<file path="src/rtl/core/bba_pkg.sv">
// Shared constants and controller/datapath interface types for the block allocator.
`default_nettype none

package bba_pkg;

  localparam int BLOCKS_DEF      = 256;
  localparam int BLOCK_BYTES_DEF = 2048;
  localparam int ROW_BITS        = 32;
  localparam int PCT_SCALE       = 100;

  localparam logic [31:0] HEAP_BASE_RST = 32'h0010_0000;

  localparam logic REG_HEAP_BASE = 1'b0;

  localparam logic CMD_ALLOC = 1'b0;
  localparam logic CMD_FREE  = 1'b1;

  typedef struct packed {
    logic load;
    logic scan_init;
    logic rd_alloc;
    logic rd_free;
    logic ptr_inc;
    logic wr_alloc;
    logic wr_free;
    logic div_idx;
    logic idx_capture;
    logic div_pct;
    logic pct_capture;
    logic mul;
    logic add;
    logic out_load;
  } ctrl_cmd_t;

  typedef struct packed {
    logic is_free;
    logic size_ok;
    logic full;
    logic free_ok;
    logic row_hit;
    logic div_done;
    logic out_free;
  } dp_stat_t;

endpackage

`default_nettype wire

</file>
<file path="src/rtl/core/bba_div.sv">
// Constant divider by reciprocal multiplication; quotient and done are registered from start.
`default_nettype none

module bba_div #(
  parameter int     NW      = 19,
  parameter int     QW      = 8,
  parameter longint DIVISOR = 1
) (
  input  logic          clk,
  input  logic          rst,
  input  logic          start,
  input  logic [NW-1:0] dividend,
  output logic          done,
  output logic [QW-1:0] quotient
);

  localparam int            SH    = NW + $clog2(DIVISOR);
  localparam longint        RCP   = ((longint'(1) << SH) + DIVISOR - 1) / DIVISOR;
  localparam int            MW    = NW + 2;
  localparam int            PW    = NW + MW;
  localparam logic [MW-1:0] RCP_W = MW'(RCP);

  logic [PW-1:0] prod;

  always_comb begin
    prod = PW'(dividend) * PW'(RCP_W);
  end

  always_ff @(posedge clk) begin
    if (rst) begin
      done <= 1'b0;
    end else begin
      done <= start;
    end
  end

  always_ff @(posedge clk) begin
    if (start) begin
      quotient <= QW'(prod >> SH);
    end
  end

endmodule

`default_nettype wire

</file>
<file path="src/rtl/core/bba_dp.sv">
// Allocator datapath: bitmap memory, counters, dividers, address math and result register.
`default_nettype none

module bba_dp #(
  parameter int BLOCKS      = bba_pkg::BLOCKS_DEF,
  parameter int BLOCK_BYTES = bba_pkg::BLOCK_BYTES_DEF
) (
  input  logic              clk,
  input  logic              rst,
  input  logic [31:0]       heap_base,
  input  logic              in_cmd,
  input  logic [31:0]       in_size,
  input  logic [31:0]       in_addr,
  input  bba_pkg::ctrl_cmd_t cmd,
  output bba_pkg::dp_stat_t  stat,
  output logic              out_valid,
  input  logic              out_ready,
  output logic              out_done,
  output logic [31:0]       out_addr,
  output logic [7:0]        out_index,
  output logic [8:0]        out_used,
  output logic [6:0]        out_pct
);

  localparam int RB    = bba_pkg::ROW_BITS;
  localparam int ROWS  = (BLOCKS + RB - 1) / RB;
  localparam int RW    = (ROWS > 1) ? $clog2(ROWS) : 1;
  localparam int PW    = $clog2(RB);
  localparam int XW    = RW + PW;
  localparam int CW    = $clog2(BLOCKS + 1);
  localparam int ONW   = $clog2(longint'(BLOCKS) * longint'(BLOCK_BYTES));
  localparam int PNW   = $clog2(BLOCKS * bba_pkg::PCT_SCALE + 1);
  localparam logic [32:0] LIMIT   = 33'(longint'(BLOCKS) * longint'(BLOCK_BYTES));
  localparam logic [XW:0] BLK_LIM = (XW + 1)'(BLOCKS);

  logic [RB-1:0] bmap [ROWS];
  logic [ROWS-1:0] row_vld;

  logic          req_free;
  logic          size_ok;
  logic          req_nzge;
  logic [31:0]   req_off;
  logic [CW-1:0] used;
  logic [RW-1:0] hint;
  logic [RW-1:0] ptr;
  logic [RB-1:0] rd_data;
  logic          rd_vld;
  logic [RW-1:0] rd_row;
  logic          res_done;
  logic [31:0]   res_addr;
  logic [XW-1:0] res_idx;
  logic [31:0]   prod;
  logic [6:0]    pct;

  logic [RW-1:0] rd_addr;
  logic [RB-1:0] word;
  logic [RB-1:0] pos_mask;
  logic [RB-1:0] free_bits;
  logic [PW-1:0] hit_pos;
  logic [PW-1:0] free_pos;
  logic [RB-1:0] wr_word;

  logic [PNW-1:0] pct_num;
  logic           idx_done;
  logic [XW-1:0]  idx_q;
  logic           pct_done;
  logic [6:0]     pct_q;

  always_comb begin
    rd_addr  = cmd.rd_free ? res_idx[XW-1:PW] : ptr;
    word     = rd_vld ? rd_data : '0;
    free_pos = res_idx[PW-1:0];
    for (int j = 0; j < RB; j++) begin
      pos_mask[j] = {1'b0, rd_row, PW'(j)} < BLK_LIM;
    end
    free_bits = ~word & pos_mask;
    hit_pos   = '0;
    for (int j = RB - 1; j >= 0; j--) begin
      if (free_bits[j]) begin
        hit_pos = PW'(j);
      end
    end
    if (cmd.wr_alloc) begin
      wr_word = word | (RB'(1) << hit_pos);
    end else begin
      wr_word = word & ~(RB'(1) << free_pos);
    end
  end

  always_comb begin
    stat.is_free  = req_free == bba_pkg::CMD_FREE;
    stat.size_ok  = size_ok;
    stat.full     = used == CW'(BLOCKS);
    stat.free_ok  = req_nzge && ({1'b0, req_off} < LIMIT);
    stat.row_hit  = |free_bits;
    stat.div_done = idx_done || pct_done;
    stat.out_free = !out_valid || out_ready;
  end

  always_comb begin
    pct_num = PNW'(32'(used) * 32'(bba_pkg::PCT_SCALE));
  end

  bba_div #(
    .NW      (ONW),
    .QW      (XW),
    .DIVISOR (longint'(BLOCK_BYTES))
  ) u_div_idx (
    .clk      (clk),
    .rst      (rst),
    .start    (cmd.div_idx),
    .dividend (req_off[ONW-1:0]),
    .done     (idx_done),
    .quotient (idx_q)
  );

  bba_div #(
    .NW      (PNW),
    .QW      (7),
    .DIVISOR (longint'(BLOCKS))
  ) u_div_pct (
    .clk      (clk),
    .rst      (rst),
    .start    (cmd.div_pct),
    .dividend (pct_num),
    .done     (pct_done),
    .quotient (pct_q)
  );

  always_ff @(posedge clk) begin
    if (cmd.rd_alloc || cmd.rd_free) begin
      rd_data <= bmap[rd_addr];
      rd_vld  <= row_vld[rd_addr];
      rd_row  <= rd_addr;
    end
    if (cmd.wr_alloc || cmd.wr_free) begin
      bmap[rd_row] <= wr_word;
    end
  end

  always_ff @(posedge clk) begin
    if (rst) begin
      row_vld   <= '0;
      used      <= '0;
      hint      <= '0;
      out_valid <= 1'b0;
    end else begin
      if (cmd.wr_alloc) begin
        row_vld[rd_row] <= 1'b1;
        used            <= used + 1'b1;
        hint            <= rd_row;
      end
      if (cmd.wr_free) begin
        row_vld[rd_row] <= 1'b1;
        if (word[free_pos]) begin
          used <= used - 1'b1;
        end
        if (rd_row < hint) begin
          hint <= rd_row;
        end
      end
      if (cmd.out_load) begin
        out_valid <= 1'b1;
      end else if (out_ready) begin
        out_valid <= 1'b0;
      end
    end
  end

  always_ff @(posedge clk) begin
    if (cmd.load) begin
      req_free <= in_cmd;
      size_ok  <= in_size <= 32'(BLOCK_BYTES);
      req_nzge <= (in_addr != '0) && (in_addr >= heap_base);
      req_off  <= in_addr - heap_base;
      res_done <= 1'b0;
      res_addr <= '0;
      res_idx  <= '0;
    end
    if (cmd.scan_init) begin
      ptr <= hint;
    end else if (cmd.ptr_inc) begin
      ptr <= ptr + 1'b1;
    end
    if (cmd.idx_capture) begin
      res_idx <= idx_q;
    end
    if (cmd.wr_alloc) begin
      res_done <= 1'b1;
      res_idx  <= {rd_row, hit_pos};
    end
    if (cmd.wr_free) begin
      res_done <= 1'b1;
    end
    if (cmd.mul) begin
      prod <= 32'(32'(res_idx) * 32'(BLOCK_BYTES));
    end
    if (cmd.add) begin
      res_addr <= heap_base + prod;
    end
    if (cmd.pct_capture) begin
      pct <= pct_q;
    end
    if (cmd.out_load) begin
      out_done  <= res_done;
      out_addr  <= res_addr;
      out_index <= 8'(res_idx);
      out_used  <= 9'(used);
      out_pct   <= pct;
    end
  end

endmodule

`default_nettype wire

</file>
<file path="src/rtl/core/bba_ctrl.sv">
// Allocator controller state machine.
`default_nettype none

module bba_ctrl (
  input  logic               clk,
  input  logic               rst,
  input  logic               in_valid,
  output logic               in_ready,
  input  bba_pkg::dp_stat_t  stat,
  output bba_pkg::ctrl_cmd_t cmd
);

  typedef enum logic [3:0] {
    S_IDLE,
    S_DECODE,
    S_DIV,
    S_FRD,
    S_FWR,
    S_ARD,
    S_ACHK,
    S_MUL,
    S_ADD,
    S_PCT,
    S_PWAIT,
    S_OUT
  } state_t;

  state_t state;
  state_t state_next;

  always_comb begin
    cmd        = '0;
    in_ready   = 1'b0;
    state_next = state;
    case (state)
      S_IDLE: begin
        in_ready = 1'b1;
        if (in_valid) begin
          cmd.load   = 1'b1;
          state_next = S_DECODE;
        end
      end
      S_DECODE: begin
        if (stat.is_free) begin
          if (stat.free_ok) begin
            cmd.div_idx = 1'b1;
            state_next  = S_DIV;
          end else begin
            state_next = S_PCT;
          end
        end else if (stat.size_ok && !stat.full) begin
          cmd.scan_init = 1'b1;
          state_next    = S_ARD;
        end else begin
          state_next = S_PCT;
        end
      end
      S_DIV: begin
        if (stat.div_done) begin
          cmd.idx_capture = 1'b1;
          state_next      = S_FRD;
        end
      end
      S_FRD: begin
        cmd.rd_free = 1'b1;
        state_next  = S_FWR;
      end
      S_FWR: begin
        cmd.wr_free = 1'b1;
        state_next  = S_PCT;
      end
      S_ARD: begin
        cmd.rd_alloc = 1'b1;
        state_next   = S_ACHK;
      end
      S_ACHK: begin
        if (stat.row_hit) begin
          cmd.wr_alloc = 1'b1;
          state_next   = S_MUL;
        end else begin
          cmd.ptr_inc = 1'b1;
          state_next  = S_ARD;
        end
      end
      S_MUL: begin
        cmd.mul    = 1'b1;
        state_next = S_ADD;
      end
      S_ADD: begin
        cmd.add    = 1'b1;
        state_next = S_PCT;
      end
      S_PCT: begin
        cmd.div_pct = 1'b1;
        state_next  = S_PWAIT;
      end
      S_PWAIT: begin
        if (stat.div_done) begin
          cmd.pct_capture = 1'b1;
          state_next      = S_OUT;
        end
      end
      S_OUT: begin
        if (stat.out_free) begin
          cmd.out_load = 1'b1;
          state_next   = S_IDLE;
        end
      end
      default: begin
        state_next = S_IDLE;
      end
    endcase
  end

  always_ff @(posedge clk) begin
    if (rst) begin
      state <= S_IDLE;
    end else begin
      state <= state_next;
    end
  end

endmodule

`default_nettype wire

</file>
<file path="src/rtl/core/bitmap_block_allocator.sv">
// Top level of the first-fit bitmap block allocator with its configuration port.
// One item at a time. An allocate scans 1 to ceil(BLOCKS/32) bitmap rows.
// Input ready again in the cycle after the result loads; a stalled result holds the input.
// Synchronous reset empties the bitmap at once (per-row valid bits), zeroes the used
// count and sets heap_base to 0x00100000; no clearing pass.
`default_nettype none

module bitmap_block_allocator #(
  parameter int BLOCKS      = bba_pkg::BLOCKS_DEF,
  parameter int BLOCK_BYTES = bba_pkg::BLOCK_BYTES_DEF
) (
  input  logic        clk,
  input  logic        rst,
  input  logic        s_axis_tvalid,
  output logic        s_axis_tready,
  input  logic [63:0] s_axis_tdata,  // request_size, free_addr
  input  logic        s_axis_tuser,  // cmd
  output logic        m_axis_tvalid,
  input  logic        m_axis_tready,
  output logic [63:0] m_axis_tdata,  // done_res, block_addr, block_index, used_blocks,
                                     // usage_percent, zero pad
  input  logic        psel,
  input  logic        penable,
  input  logic        pwrite,
  input  logic [2:0]  paddr,
  input  logic [31:0] pwdata,
  output logic [31:0] prdata,
  output logic        pready
);

  logic [31:0] heap_base;
  logic        out_done;
  logic [31:0] out_addr;
  logic [7:0]  out_index;
  logic [8:0]  out_used;
  logic [6:0]  out_pct;

  bba_pkg::ctrl_cmd_t cmd;
  bba_pkg::dp_stat_t  stat;

  assign pready = 1'b1;

  always_ff @(posedge clk) begin
    if (rst) begin
      heap_base <= bba_pkg::HEAP_BASE_RST;
    end else if (psel && penable && pwrite && pready
                 && paddr[2] == bba_pkg::REG_HEAP_BASE) begin
      heap_base <= pwdata;
    end
  end

  always_comb begin
    prdata = (paddr[2] == bba_pkg::REG_HEAP_BASE) ? heap_base : '0;
  end

  bba_ctrl u_ctrl (
    .clk      (clk),
    .rst      (rst),
    .in_valid (s_axis_tvalid),
    .in_ready (s_axis_tready),
    .stat     (stat),
    .cmd      (cmd)
  );

  bba_dp #(
    .BLOCKS      (BLOCKS),
    .BLOCK_BYTES (BLOCK_BYTES)
  ) u_dp (
    .clk       (clk),
    .rst       (rst),
    .heap_base (heap_base),
    .in_cmd    (s_axis_tuser),
    .in_size   (s_axis_tdata[31:0]),
    .in_addr   (s_axis_tdata[63:32]),
    .cmd       (cmd),
    .stat      (stat),
    .out_valid (m_axis_tvalid),
    .out_ready (m_axis_tready),
    .out_done  (out_done),
    .out_addr  (out_addr),
    .out_index (out_index),
    .out_used  (out_used),
    .out_pct   (out_pct)
  );

  assign m_axis_tdata = {7'b0, out_pct, out_used, out_index, out_addr, out_done};

endmodule

`default_nettype wire
</file>
<file path="config.mk">
export PLATFORM = sky130hd
export DESIGN_NAME = bitmap_block_allocator
export DESIGN_NICKNAME = d
export VERILOG_FILES = /design/src/rtl/core/bba_pkg.sv /design/src/rtl/core/bba_div.sv /design/src/rtl/core/bba_dp.sv /design/src/rtl/core/bba_ctrl.sv /design/src/rtl/core/bitmap_block_allocator.sv
export SDC_FILE = /design/constraint.sdc
export NUM_CORES = 1
export LEC_CHECK = 0
export ABC_AREA = 1
export BUFFER_PORTS_ARGS = -buffer_cell sky130_fd_sc_hd__buf_2
export CAP_MARGIN = 0
export CELL_PAD_IN_SITES_DETAIL_PLACEMENT = 0
export CELL_PAD_IN_SITES_GLOBAL_PLACEMENT = 1
export CORE_MARGIN = 3
export CORE_UTILIZATION = 48
export DETAILED_ROUTE_END_ITERATION = 6
export PLACE_DENSITY_LB_ADDON = 0.1
export SYNTH_ARGS = -nofsm -noshare
export SYNTH_HDL_FRONTEND = slang
export SYNTH_SLANG_ARGS = --single-unit
</file>
<file path="constraint.sdc">
create_clock -name clk -period 5.34 [get_ports clk]
set_clock_uncertainty 0.1 [all_clocks]
set_input_delay 0.534 -clock clk [delete_from_list [all_inputs] [get_ports clk]]
set_output_delay 0.534 -clock clk [all_outputs]
set_load 0.05 [all_outputs]
</file>
# Yosys cells after proc, flatten, opt, wreduce, memory -nomap -nowiden
# Memory sizes are Yosys's and may differ from the RTL's. A register that Yosys moved wholly into a read port is not among the register bits.
# Index checks and enable logic that the tools add are counted.
dict set report classes {
  reduce_logical 23
  bitwise_logic 7
  eq_ne 16
  shift 2
  addsub 5
  n_mul 1
  order_cmp 8
  n_mux 94
}
# cell count
set ops {}
lappend ops {{32-bit 2-to-1 mux} 5}
lappend ops {{5-bit 2-to-1 mux} 32}
lappend ops {{32-bit inverter} 2}
lappend ops {{1-bit by 5-bit left shift with 32-bit output (first input constant)} 2}
lappend ops {{8-bit 2-to-1 mux} 6}
lappend ops {{4-bit case mux with 11 select lines} 1}
lappend ops {{32-bit by 19-bit adder with 32-bit output} 1}
lappend ops {{32-bit bitwise AND} 1}
lappend ops {{32-bit greater-or-equal comparator} 1}
lappend ops {{32-bit by 12-bit <= comparator with 1-bit output (second input constant)} 1}
lappend ops {{32-bit by 20-bit < comparator with 1-bit output (second input constant)} 1}
lappend ops {{32-bit OR} 1}
lappend ops {{32-bit nonzero test} 1}
lappend ops {{32-bit OR reduction} 1}
lappend ops {{32-bit subtractor} 1}
lappend ops {{1-bit 2-to-1 mux} 29}
lappend ops {{4-bit 2-to-1 mux} 7}
lappend ops {{9-bit 2-to-1 mux} 3}
lappend ops {{3-bit 2-to-1 mux} 6}
lappend ops {{4-bit by 3-bit == test with 1-bit output (second input constant)} 4}
lappend ops {{4-bit == test (second input constant)} 4}
lappend ops {{8-bit OR} 2}
lappend ops {{9-bit by 5-bit multiplier with 13-bit output (second input constant)} 1}
lappend ops {{9-bit by 1-bit adder with 9-bit output (second input constant)} 1}
lappend ops {{23 further kinds} 42}
dict set report word_totals {
  input_bits 107
  wordCells 184
  out_inout_bits 99
  ff_bits 229
  memories 1
  ram_bits 256
}
# name words width read_ports rd_ports_with_merged_regs wr line_no
set mem_list {}
lappend mem_list {u_dp.bmap 8 32 1 1 1 bba_dp.sv:36} ;# logic [RB-1:0] bmap [ROWS];

# Depth between registers and ports, before layout
# Gate-level depths: netlist (run 1).
dict set report logic_depth {
  depth_word 37
  ltp_mapped 35
  ltp_nobuf 35
}

# Cells and area by module
# From an unflattened synthesis (run 1), not the netlist that was laid out.
dict set report hier_totals {
  hier_cells 2338
  hier_area_um2 24148.2
}
# mod area_per_inst_um2 cells_each seq_area_each_um2 n_inst
set modules_own_cells {}
lappend modules_own_cells {bba_dp 21450.6 1942 13713.2 1}
lappend modules_own_cells {bitmap_block_allocator 1737.9 289 640.6 1}
lappend modules_own_cells {bba_ctrl 449.2 86 80.1 1}
lappend modules_own_cells {{bba_div (u_dp.u_div_idx)} 270.3 11 260.2 1}
lappend modules_own_cells {{bba_div (u_dp.u_div_pct)} 240.2 10 230.2 1}

# Worst setup path before layout (run 1)
# Ideal clock, no wire load.
dict set report synth_path {
  path_type {register to register}
  start {register u_ctrl.state[3]}
  end {register u_dp.res_addr[0] (enable)}
  setup_time_ps 389
  t_required_ps 4851
  t_arrival_ps 3341
  path_buffers 0
  period_less_slack_ps 3831
  stages_incl_launch_ff 8
  path_slack_ps 1509
  cell_sequence {dfxtp_1 nor2_1 inv_1 nor2_1 inv_1 nor2_1 inv_1 nand2_1}
}
# element line_no
set synth_rtl {}
lappend synth_rtl {{start, declared} bba_ctrl.sv:28} ;# state_t state;
lappend synth_rtl {{start signal, assigned} bba_ctrl.sv:119} ;# state <= state_next;
lappend synth_rtl {{end signal, assigned} bba_dp.sv:199} ;# res_addr <= heap_base + prod;
lappend synth_rtl {{end, declared} bba_dp.sv:50} ;# logic [31:0] res_addr;

# Final worst setup path (run 1)
dict set report layout_path {
  start {register u_dp.rd_vld}
  end {memory u_dp.bmap[7][23] (netlist name) (data pin)}
}
dict set report layout_via {
  elab_chain_cells 37
  elab_cells_between_ends 41
  cone_classes {shift (1); mux (36); bitwise (3); reduce/logical (1)}
}
# element line_no
set layout_rtl {}
lappend layout_rtl {{start, declared} bba_dp.sv:47} ;# logic rd_vld;
lappend layout_rtl {{start signal, assigned} bba_dp.sv:133} ;# rd_vld <= row_vld[rd_addr];
lappend layout_rtl {{32-bit 2-to-1 mux *} bba_dp.sv:71} ;# word = rd_vld ? rd_data : '0;
lappend layout_rtl {{32-bit inverter} bba_dp.sv:76} ;# free_bits = ~word & pos_mask;
lappend layout_rtl {{5-bit 2-to-1 mux (32 in a row)} bba_dp.sv:79} ;# if (free_bits[j]) begin
lappend layout_rtl {{1-bit by 5-bit left shift with 32-bit output} bba_dp.sv:84} ;# wr_word = word | (RB'(1) << hit_pos);
lappend layout_rtl {{32-bit OR} bba_dp.sv:84}
lappend layout_rtl {{32-bit 2-to-1 mux *} bba_dp.sv:83} ;# if (cmd.wr_alloc) begin
lappend layout_rtl {{named net u_dp.wr_word[23]} bba_dp.sv:61} ;# logic [RB-1:0] wr_word;
lappend layout_rtl {{end, declared} bba_dp.sv:36}
# The timed path passes the listed nets; every way through them passes the cells marked *.

==> flow_summary.json, run 1 <==
{
  "min_path_type": "primary input to flip-flop",
  "first_global_vias": 15757,
  "synth_compound_area_share_pct": 14.2,
  "critPathMaxStageDelay_ns": 0.93,
  "yosysMostFrequentCell": "edfxtp_1",
  "place_inst": 2833,
  "core_area_um2": 47000,
  "yosysTopAreaCellShare_pct": 58.1,
  "clk_latency_ns": 0.60,
  "route.detailed.drc": 0,
  "grt_max_degree": 74,
  "nets": 2470,
  "synthCells": 2090,
  "first_pass_iters": 6,
  "synthAdderAreaFrac_pct": 4.58,
  "path_common_cell": "nand2_1",
  "ys_seq_elements": 506,
  "fin_cells": 2932,
  "power.density_nw_per_um2": 337,
  "cts_sinks": 506,
  "die_x_um": 225,
  "yosys.area_share.simple_pct": 11.8,
  "yosys_warnings": 0,
  "finalSetupTns_ns": 0,
  "synth_flop_cell": "edfxtp_1",
  "clkSlewWorstSetupHoldPaths_ns": 0.06,
  "drive_above_1_share_pct": 15.8,
  "peakVddDrop_uv": 401,
  "postSynthAreaPerCell_um2": 11.0,
  "holdPathEnd": "heap_base[20]",
  "netlist_area_um2": 23000,
  "numCtsBuffers": 52,
  "cts_root_buf": "clkbuf_16",
  "async_reset_ff_share_pct": 0,
  "multi_input_area_um2": 7490,
  "hold_violations": 0,
  "min_period_over_period_pct": 78.3,
  "hold_path_depth": 3,
  "place_area_um2": 24700,
  "routed_wl_um": 59600,
  "drv_cap": 0,
  "rsz0062_at_grt": "no",
  "crit_arrival_ns": 4.31,
  "r2r_slack_ns": 1.16,
  "slew_viol_final": 0,
  "fill_cells": 4040,
  "stdcell_area_um2": 26400,
  "seq_area_um2": 14600,
  "rows": 79,
  "worstPathCellList": "nand2_1 > nor3_1 > o31ai_1 > nand2_1 > nand2_1 > nand2_1 > nand2_1 > nand2_1 > nand2_1 > nand2_1 > nand2_1 > nand2_1 > nand2_1 > nand3_1 > nand3_1 > inv_2 > nand3_1 > nor2_1 > nand3_1 > o21ai_0",
  "critPathMaxFanout": 25,
  "worstPathRequired_ns": 5.47,
  "yosys-top-cells-count": "edfxtp_1 (446), nor2_1 (276), o21ai_0 (230)",
  "hold_start": "pwdata[20]",
  "dp_hpwl_um": 40100,
  "holdWs_ns": 0.113,
  "portBuffers": 195,
  "gr-total-overflow": 0,
  "postCtsResizedCells": 0,
  "syn2layout_area_growth_pct": 14.7,
  "initial_utilization_pct": 49.1,
  "synth_top_area_cell": "edfxtp_1",
  "relSlewSlack_pct": 17.3,
  "r2r-end": "u_dp.bmap[7][23]",
  "globalplace.congestion": 0.928,
  "ys_top_cells_by_area": "edfxtp_1 (58%), dfxtp_1 (5.2%), o21ai_0 (5.0%), nor2_1 (4.5%), ha_1 (4.2%)",
  "antenna_found_initial": 3,
  "muxShareOfSynthArea_pct": 0,
  "synth_top_family_by_area": "compound AO/OA/AOI/OAI gates",
  "start_kind": "flip-flop",
  "synth_edf_count": 446,
  "fin_crit_ns": 4.18,
  "synth.distinct_cells": 61,
  "worst_slew_pin_slew_ns": 1.24,
  "num_vias": 16367,
  "synth_xor_area_share_pct": 1.29,
  "cp_slowest_cell": "edfxtp_1",
  "leakage_nw": 9.87,
  "io_pins": 206,
  "seq_area_frac_synth_pct": 63.3,
  "clockBufferDepth": 3,
  "tritoncts": "done",
  "grt_pass1_wl_um": 91400,
  "setup_ws_ns": 1.16,
  "worst_setup_path_end_kind": "flip-flop",
  "setup_violations": 0,
  "status": "complete, no violations",
  "dp_slack_ns": 1.20,
  "die_h_um": 225,
  "grt_usage_pct": 23.5,
  "regToRegStartpoint": "u_dp.rd_vld",
  "path_class": "flip-flop to flip-flop",
  "via_per_inst": 5.58,
  "htreeDepth": 2,
  "max_freq_mhz": 239,
  "drtIter0Drc": 1275,
  "ant_nets": 0,
  "wl_per_cell_um": 20.3,
  "worstRegToRegCells": 20,
  "die_area_um2": 50700
}
per-layer routing:
layer	wire length (µm)	GRT usage, %
met1	26800	33.4
met2	27400	37.2
met3	3790	3.83
met4	1550	7.75
met5	0	0
power by group:
group / switching [W] / internal [W] / total, W
clock network: 0.00146 / 0.00204 / 0.00349
registers: 0.0000657 / 0.00448 / 0.00455
logic: 0.000608 / 0.000252 / 0.000859
cells in the final DEF, fill, tap and decap left out, drive strengths merged, types with 39 or more instances in the layout:
cell / n
dfxtp: 60
nor2: 284
o22ai: 39
a21oi: 118
nand2: 211
o21bai: 77
clkbuf: 64
a31oi: 39
o21ai: 242
buf: 225
nand3: 52
edfxtp: 446
inv: 179
ha: 78
worst max-delay path, delay by kind of cell, from the launching register on:
family | cells | cell delay, ns
and+or+nand+nor | 17 | 2.08
buffers and inverters | 1 | 0.18
DFF | 1 | 0.93
AOI/OAI and AO/OA | 2 | 0.54
cell type report:
class,instances,area share (%)
Clock inverter,31,1.02
Multi-Input combinational cell,1312,28.4
Tap cell,607,2.87
Timing Repair Buffer,226,4.63
Antenna cell,3,0.0284
Sequential cell,506,55.2
Clock buffer,64,5.26
Inverter,183,2.60
state kept, by name, indices dropped and copies added (netlist names), 3 cells and up:
signal,count
heap_base,32
u_ctrl.state,4
u_dp.bmap,256
u_dp.hint,3
u_dp.out_addr,32
u_dp.out_index,8
u_dp.out_pct,7
u_dp.out_used,9
u_dp.pct,7
u_dp.prod,8
u_dp.ptr,3
u_dp.rd_data,32
u_dp.rd_row,3
u_dp.req_off,21
u_dp.res_addr,32
u_dp.res_idx,8
u_dp.row_vld,8
u_dp.u_div_idx.quotient,8
u_dp.u_div_pct.quotient,7
u_dp.used,9
worst max-delay path by stage:
stage,startpoint,to,slack (ns),depth (start not counted)
global route,u_dp.rd_vld,u_dp.bmap[7][23],0.69,20
CTS,u_dp.rd_vld,u_dp.bmap[7][23],1.17,20
finish,u_dp.rd_vld,u_dp.bmap[7][23],1.16,20
detailed placement,u_dp.rd_vld,u_dp.bmap[7][23],1.20,20
global placement,u_dp.rd_vld,u_dp.bmap[6][23],1.23,20
floorplan,u_ctrl.state[3],u_dp.res_addr[0],1.51,7
through the flow:
stage	total power [W]	utilization, %
2_1_floorplan	0.00518	-
3_5_place_dp	0.00548	52.7
6_report	0.00890	56.3
4_1_cts	0.00898	56.3
3_3_place_gp	0.00547	52.7
5_1_grt	0.00924	56.3
kinds of logic (layout without fill, tap and decap cells):
family,Yosys count,after routing
buffers and inverters,278,504
and+or+nand+nor,633,633
AOI/OAI and AO/OA,555,555
DFF,506,506
other,2,11
adders and majority gates,82,82
xor gates and xnor gates,34,34
what timing repair did:
item | CTS | global route
hold buffers | 1 | 0
hold endpoints to repair | 1 | 0
buffers inserted | 0 | 0
Note: power is estimated with default switching activity, not from simulation.
==> run 2: changes to the inputs <==
--- a/config.mk
+++ b/config.mk
@@ -5,13 +5,13 @@
 export SDC_FILE = /design/constraint.sdc
 export NUM_CORES = 1
 export LEC_CHECK = 0
-export ABC_AREA = 1
+export ABC_AREA = 0
 export BUFFER_PORTS_ARGS = -buffer_cell sky130_fd_sc_hd__buf_2
 export CAP_MARGIN = 0
 export CELL_PAD_IN_SITES_DETAIL_PLACEMENT = 0
 export CELL_PAD_IN_SITES_GLOBAL_PLACEMENT = 1
 export CORE_MARGIN = 3
-export CORE_UTILIZATION = 48
+export CORE_UTILIZATION = 43
 export DETAILED_ROUTE_END_ITERATION = 6
 export PLACE_DENSITY_LB_ADDON = 0.1
 export SYNTH_ARGS = -nofsm -noshare
==> constraint.sdc (replaced) <==
create_clock -name clk -period 3.72 [get_ports clk]
set_clock_uncertainty 0.1 [all_clocks]
set_input_delay 0.372 -clock clk [delete_from_list [all_inputs] [get_ports clk]]
set_output_delay 0.372 -clock clk [all_outputs]
set_load 0.05 [all_outputs]
==> flow_summary.json, run 2 <==
{
  "critPathMaxFanout": 27,
  "leakage_nw": 10.3,
  "hold_violations": 0,
  "path_class": "flip-flop to flip-flop",
  "clockBufferDepth": 3,
  "synth_top_area_cell": "edfxtp_1",
  "setup_violations": 0,
  "regToRegStartpoint": "u_dp.rd_vld",
  "syn2layout_area_growth_pct": 19.6,
  "fin_crit_ns": 3.50,
  "holdWs_ns": 0.0594,
  "wl_per_cell_um": 20.3,
  "via_per_inst": 5.47,
  "grt_pass1_wl_um": 95800,
  "seq_area_frac_synth_pct": 63.2,
  "ys_seq_elements": 506,
  "r2r-end": "u_dp.bmap[0][6]",
  "sequentialPowerShare_pct": 48.3,
  "stdcell_area_um2": 27600,
  "cts_root_buf": "clkbuf_16",
  "power_frac_comb_pct": 12.7,
  "fill_cells": 4679,
  "clkSlewWorstSetupHoldPaths_ns": 0.06,
  "status": "complete, no violations",
  "route.detailed.drc": 0,
  "p_clk_share_pct": 39.0,
  "min_path_type": "primary input to flip-flop",
  "netlist_area_um2": 23100,
  "core_area_um2": 52900,
  "tritoncts": "done",
  "worst_setup_path_end_kind": "flip-flop",
  "setup_ws_ns": 0.222,
  "fin_cells": 3061,
  "nets": 2513,
  "worstRegToRegCells": 9,
  "numCtsBuffers": 55,
  "yosysTopAreaCellShare_pct": 58.0,
  "power.density_nw_per_um2": 510,
  "crit_arrival_ns": 3.66,
  "cts_sinks": 506,
  "portBuffers": 195,
  "drv_cap": 0,
  "synthCells": 2055,
  "dp_hpwl_um": 40800,
  "die_area_um2": 56500,
  "min_period_over_period_pct": 94.0,
  "die_h_um": 238,
  "first_pass_iters": 5,
  "peakVddDrop_uv": 363,
  "worstPathRequired_ns": 3.88,
  "power.switching_w": 0.00358,
  "startpoint": "u_dp.rd_vld",
  "yosysMostFrequentCell": "edfxtp_1",
  "routed_wl_um": 62100,
  "cts_setup_buffers": 0,
  "die_x_um": 238,
  "async_reset_ff_share_pct": 0,
  "num_vias": 16741,
  "ant_nets": 0,
  "synth.distinct_cells": 77,
  "htreeDepth": 2,
  "final_cell_mix": "edfxtp_1 (446), nand2_1 (413), nand3_1 (200), buf_2 (195), nor2_1 (128)",
  "r2r_slack_ns": 0.22,
  "grt_max_degree": 73,
  "drtIter0Drc": 1225,
  "postSynthAreaPerCell_um2": 11.2,
  "multi_input_area_um2": 7880,
  "place_area_um2": 25400,
  "drive_above_1_share_pct": 16.8,
  "rsz0062_at_grt": "no",
  "gr-total-overflow": 0,
  "globalplace.congestion": 0.913,
  "finalSetupTns_ns": 0,
  "relSlewSlack_pct": 24.1,
  "hold_path_depth": 4,
  "top_register": "u_dp.bmap",
  "synth_flop_cell": "edfxtp_1",
  "ys_top_cells_by_area": "edfxtp_1 (58%), nand2_1 (6.7%), dfxtp_1 (5.2%), nand3_1 (4.3%), ha_1 (4.2%)",
  "final_common_cell": "edfxtp_1",
  "grt_usage_pct": 21.9,
  "timing.critical_path.to": "u_dp.bmap[0][6]",
  "seq_area_um2": 14600,
  "start_kind": "flip-flop",
  "clk_latency_ns": 0.60,
  "worst_slew_pin_slew_ns": 1.14,
  "dp_slack_ns": 0.264,
  "place_inst": 2921,
  "first_global_vias": 16265,
  "rows": 84,
  "switching_share_pct": 25.4,
  "synth_edf_count": 446,
  "largest_register_ffs": 256,
  "antenna_found_initial": 4,
  "max_freq_mhz": 286,
  "io_pins": 206,
  "slew_viol_final": 0,
  "initial_utilization_pct": 43.7,
  "yosys_warnings": 0,
  "internal_power_w": 0.0105,
  "yosys-top-cells-count": "edfxtp_1 (446), nand2_1 (413), nand3_1 (200)"
}
[run 2: cell count changes after synthesis, moves of 29 or more]
cell / previous run / this run
o22ai_1: 39 / 7
o21bai_1: 76 / 8
o21ai_0: 230 / 86
nor2_1: 276 / 134
a31oi_1: 39 / 10
nand2_1: 205 / 413
inv_1: 170 / 80
nand3_1: 51 / 200
[run 2: power groups by stage]
stage          logic (W)  clock network (W)  registers (W)
3_5_place_dp     0.00175                  0        0.00692
6_report         0.00178            0.00550        0.00680
4_1_cts          0.00179            0.00565        0.00680
3_3_place_gp     0.00174                  0        0.00690
2_1_floorplan    0.00114                  0        0.00685
5_1_grt          0.00198            0.00589        0.00682
[run 2: critical path: stages (launching register included)]
cell and delay [ns]:
edfxtp_1 0.37, buf_12 0.18, nand3_1 0.12, nor3b_1 0.29, o311ai_1 0.17, a31o_2 0.30, a2111oi_0 0.42, buf_4 0.19
nand2_1 0.18, o21ai_0 0.82
[run 2: worst min path at each step]
stage	end	startpoint
2_1_floorplan	u_dp.out_addr[0]	u_dp.res_addr[0]
3_3_place_gp	u_dp.out_addr[2]	u_dp.res_addr[2]
5_1_grt	u_dp.size_ok	s_axis_tdata[14]
6_report	u_dp.size_ok	s_axis_tdata[24]
4_1_cts	u_dp.size_ok	s_axis_tdata[24]
3_5_place_dp	u_dp.out_pct[1]	u_dp.pct[1]
[run 2: final cells by class]
type	count	area share, %
antenna	4	0.0362
sequential	506	52.9
clock buffer	75	5.41
inverter	81	1.11
clock inverter	27	1.23
timing repair buffer	314	7.71
multi-input combinational	1366	28.5
tap	688	3.12
[run 2: cells by family after synthesis]
family | after synthesis | synth area share (%)
XOR/XNOR | 31 | 1.18
multiplexers | 17 | 1.05
AND/OR/NAND/NOR | 902 | 17.6
buffers and inverters | 189 | 3.34
AO/OA/AOI/OAI | 326 | 8.99
flip-flops | 506 | 63.2
adder cells (fa/ha/maj) | 82 | 4.57
other | 2 | 0.0325
[run 2: through the flow]
step	power, W	util [%]
2_1_floorplan	0.00799	-
3_3_place_gp	0.00865	48.1
3_5_place_dp	0.00867	48.1
4_1_cts	0.0142	52.2
5_1_grt	0.0147	52.2
6_report	0.0141	52.2
[run 2: metal layers]
layer	GRT usage (%)	up-vias	wire length (µm)
li1	-	8005	-
met1	30.7	8132	28100
met2	35.8	504	29300
met3	3.34	100	3350
met4	5.96	0	1430
met5	0	-	0
[run 2: what timing repair did]
| action | 4_1_cts | 5_1_grt |
|---|---|---|
| endpoints found under the hold margin | 34 | 0 |
| gates resized for setup | 0 | 1 |
| hold buffers | 34 | 0 |
| endpoints found under the setup margin | 0 | 8 |
